===== src/rtl/zasm_pkg.sv =====
// Shared types and codes for the zero-address stack machine.
// Opcodes, result status codes and the controller/datapath command and status structs.
// No dependencies.
`timescale 1ns / 1ps
`default_nettype none

package zasm_pkg;

   // Instruction codes carried on req_type; code 7 has no meaning
   typedef enum logic [2:0] {
      OP_PUSH = 3'd0,
      OP_POP  = 3'd1,
      OP_ADD  = 3'd2,
      OP_MUL  = 3'd3,
      OP_END  = 3'd4,
      OP_LOAD = 3'd5,
      OP_READ = 3'd6
   } op_type;

   // Result status codes
   localparam logic [1:0] ST_OK     = 2'd0;
   localparam logic [1:0] ST_UNDER  = 2'd1;
   localparam logic [1:0] ST_OVER   = 2'd2;
   localparam logic [1:0] ST_HALTED = 2'd3;

   // Controller to datapath
   typedef struct packed {
      logic latch;        // capture the accepted request
      logic commit;       // update machine state and load the result register
      logic use_product;  // take the new top from the product register
      logic clear_step;   // zero one data-memory word and advance the sweep
   } cmd_type;

   // Datapath to controller
   typedef struct packed {
      logic mul_go;       // held item is a multiply that will execute
      logic clear_done;   // sweep is at the last data-memory word
   } sts_type;

endpackage

`default_nettype wire


===== src/rtl/zasm_ctrl.sv =====
// Controller of the stack machine: sequences clear, fetch, execute and
// multiply steps and owns the result valid flag. Depends on zasm_pkg.
`timescale 1ns / 1ps
`default_nettype none

module zasm_ctrl
   import zasm_pkg::*;
(
   input  wire logic    clock,
   input  wire logic    reset,
   input  wire logic    req_valid,
   output logic         req_ready,
   output logic         rsp_valid,
   input  wire logic    rsp_ready,
   output cmd_type      cmd,
   input  wire sts_type sts
);

   typedef enum logic [2:0] {
      S_CLEAR,
      S_IDLE,
      S_FETCH,
      S_EXEC,
      S_MULW
   } state_type;

   state_type state_ff, state_in;
   logic      rsp_valid_ff, rsp_valid_in;
   logic      out_free;

   // Result register can take a new result this cycle
   assign out_free = !rsp_valid_ff || rsp_ready;

   // Commands and next state
   always_comb begin
      state_in        = state_ff;
      cmd.latch       = 1'b0;
      cmd.commit      = 1'b0;
      cmd.use_product = 1'b0;
      cmd.clear_step  = 1'b0;
      case (state_ff)
         S_CLEAR: begin
            cmd.clear_step = 1'b1;
            if (sts.clear_done) begin
               state_in = S_IDLE;
            end
         end
         S_IDLE: begin
            if (req_valid) begin
               cmd.latch = 1'b1;
               state_in  = S_FETCH;
            end
         end
         S_FETCH: begin
            state_in = S_EXEC;
         end
         S_EXEC: begin
            if (sts.mul_go) begin
               state_in = S_MULW;
            end else if (out_free) begin
               cmd.commit = 1'b1;
               state_in   = S_IDLE;
            end
         end
         S_MULW: begin
            cmd.use_product = 1'b1;
            if (out_free) begin
               cmd.commit = 1'b1;
               state_in   = S_IDLE;
            end
         end
         default: begin
            state_in = S_IDLE;
         end
      endcase
      if (cmd.commit) begin
         rsp_valid_in = 1'b1;
      end else if (rsp_ready) begin
         rsp_valid_in = 1'b0;
      end else begin
         rsp_valid_in = rsp_valid_ff;
      end
   end

   // Hold state and the result valid flag
   always_ff @(posedge clock) begin
      if (reset) begin
         state_ff     <= S_CLEAR;
         rsp_valid_ff <= 1'b0;
      end else begin
         state_ff     <= state_in;
         rsp_valid_ff <= rsp_valid_in;
      end
   end

   assign req_ready = (state_ff == S_IDLE);
   assign rsp_valid = rsp_valid_ff;

endmodule

`default_nettype wire


===== config.mk =====
export PLATFORM = sky130hd
export DESIGN_NAME = zasm_ctrl
export DESIGN_NICKNAME = d
export VERILOG_FILES = /design/src/rtl/zasm_pkg.sv /design/src/rtl/zasm_ctrl.sv
export SDC_FILE = /design/constraint.sdc
export NUM_CORES = 1
export LEC_CHECK = 0
export ABC_CLOCK_PERIOD_IN_PS = 1500
export BUFFER_PORTS_ARGS = -buffer_cell sky130_fd_sc_hd__buf_2
export CAP_MARGIN = 5
export CORE_AREA = 4 4 41 43
export DETAILED_ROUTE_END_ITERATION = 8
export DIE_AREA = 0 0 45 47
export HOLD_SLACK_MARGIN = 0.08
export SKIP_LAST_GASP = 1
export SYNTH_ARGS = -nofsm -noshare
export SYNTH_HDL_FRONTEND = slang
export SYNTH_SLANG_ARGS = --single-unit

===== constraint.sdc =====
create_clock -name clock -period 1.5 [get_ports clock]
set_input_delay 0.225 -clock clock [delete_from_list [all_inputs] [get_ports clock]]
set_output_delay 0.225 -clock clock [all_outputs]
set_load 0.01 [all_outputs]

==> metrics <==
status complete, no violations; Critical Path AT 1.21 ns; nets@finish 49; Finished Cell Area 354 sq um; Total GRT Usage 0.0640; average size of a mapped cell 8.80 sq um; row count 13; sequential share of power 0.404; first-pass GRT wire length 869 microns; vias per cell 4.16; FF/Latch Area 86.3 sq um; total CTS buffers 3; delay-heaviest family, CP flip-flops; Worst-Margin Slew 0.270 ns; Clk pwr share 0.428; I/O pin cnt 12; Distinct cells, synth 22; Detail Placement HPWL 444 microns; internal power 0.227 mW; power consumption 0.303 mW; Synth Area in XOR/XNOR 0; RSZ-0062 raised after global routing no; Post-CTS Setup Bufs 0; warning count from the yosys run 0; LEAKAGE 0.147 nW; die width 45 microns; die area 0.00212 sq mm; Max Root-Sink Buffers 2; MaxCap Viol Count 0; critical path's slowest cell dfxtp_4; Worst-Skew Late Latency 0.23 ns; final hold vios 0; initial antenna violation count 0; Iter 0 DRT Violations 1; IO Port Bufs 11; clock-pin slew on the worst setup and hold paths 0.04 ns; clock root buffer clkbuf_4; sw power 0.0759 mW; CTS tree done; total global routing overflow 0; final wirelength 550 microns; Area after DPL 310 sq um; number of fill cells 148; post-cts hold buffer count 0; Routed Antenna Nets 0; final hold slack 0.195 ns; flops & latches, synth 4; area growth from synthesis to layout 38.7%; drc violations 0; Mapped Nets 35; setup TNS 0 ns; period utilization 0.956; Worst setup EP type primary output; commonest non-fill, non-tap cell in the layout buf_2; main combinational cell family by area after synthesis simple AND/OR/NAND/NOR gates; initial core utilization 0.196; crit path cell chain and2b_2 > a31oi_4 > nor2_1 > buf_2; Post-Syn Instances 29; Critical Setup Path Class register to primary output; largest net degree at the start of global routing 10; post-synthesis compound-gate area fraction 0.221; area of the multi-input gates 164 sq um; DIE HEIGHT 47 microns; CTS H-tree depth 1; # setup viols final 0; Final Skew 0.000688 ns; share of post-route cells with drive strength above 1 0.512; fraction of the mapped netlist area in simple logic gates 0.324; ant diodes 0; Rel. slew slack 0.820; total buffers and inverters traversed by the critical path 1; minimum clock period 1.43 ns; slack of the worst reg-to-reg path 0.49 ns; Max Slew Vio Count 0; Routed WL per cell 9.82 microns; gp weighted congestion 0.663; worst hold path type input port to register; Detailed Routing Iterations Pass 1 2; synthesized area 255 sq um; mux cell area share after synthesis 0.0392; startpoint types register; fmax 0.698 GHz; WP data required 1.27 ns; register area share after synthesis 0.314; Synth Area in Adders 0; number of global-route vias before repair 222; total clock sinks 4; P per Cell Area 855 mW/mm^2; Worst Path Max Fanout 6; Post-Route Utilization 0.272; commonest cells after routing, fill and taps aside 11 x buf_2, 3 x clkbuf_4; Vias 233; Gate power share 0.169; Sw Ratio 0.251; Peak VDD IR 0.000257 V; area of the core 0.00130 sq mm; CP max stage delay 0.36 ns
[cells by family (layout without fill, tap and decap cells)]
kind of cell,after synthesis,after routing
compound gates,8,8
flops,4,4
simple gates,12,12
buf+inv,4,16
mux,1,1
[power groups by stage]
stage	Combinational (mW)	Sequential [mW]	Clock, mW
2_1_floorplan	0.0360	0.119	0
3_3_place_gp	0.0491	0.123	0
3_5_place_dp	0.0492	0.124	0
4_1_cts	0.0493	0.122	0.138
5_1_grt	0.0569	0.124	0.140
6_report	0.0511	0.122	0.129
[flip-flops by register name (all words and copies together) (netlist names)]
name	cells
state_ff	3
rsp_valid	1
[path summary, 6_finish.rpt]
check	start	cells after the start	endpoint
worst max register to register	state_ff[1]	3	state_ff[0]
worst max-delay path	state_ff[2]	4	cmd[2]
worst min-delay path	reset	2	state_ff[2]
worst min register to register	state_ff[2]	1	state_ff[1]
[Yosys cell counts]
master	number	area, sq um
nand3b_1	1	7.51
o21ai_0	1	5.00
dfxtp_1	4	80.1
buf_6	1	11.3
inv_1	2	7.51
nor3b_1	1	7.51
mux2i_1	1	10.0
a31oi_1	1	6.26
nor2_1	2	7.51
a32oi_1	1	8.76
buf_4	1	7.51
nor3_1	2	10.0
nor3b_4	1	18.8
a211oi_1	1	7.51
o2bb2ai_1	1	8.76
nor2b_1	1	6.26
a21oi_1	2	10.0
o21ba_2	1	10.0
nand2_1	1	3.75
and2b_2	1	8.76
and2_1	1	6.26
nand2b_1	1	6.26
[per-layer routing]
layer | vias up | GRT usage | share of wire | wire length, microns
met4 | 0 | 0.0877 | 0 | 0
li1 | 128 | - | - | -
met3 | 0 | 0.0230 | 0.095 | 52
met2 | 5 | 0.0989 | 0.53 | 291
met1 | 100 | 0.0569 | 0.38 | 207
met5 | - | 0 | 0 | 0
[stage by stage]
stage	setup slack (ns)	std cells
2_1_floorplan	0.277	29
3_3_place_gp	0.227	53
3_5_place_dp	0.229	53
4_1_cts	0.0159	56
5_1_grt	0.00623	56
6_report	0.0667	56
[final cells by class]
cell class / count / share of cell area
well taps: 15 / 0.0530
clock buffers: 3 / 0.0636
multi-input cells: 21 / 0.463
inverters: 2 / 0.0212
repair buffers: 11 / 0.155
flip-flops and latches: 4 / 0.244
[timing repair]
action | in CTS | in global routing
pin swaps | 0 | 1
setup endpoints to repair | 1 | 2
gates cloned | 0 | 0
gates resized for setup | 1 | 5
Note: power is estimated with default switching activity, not from simulation.
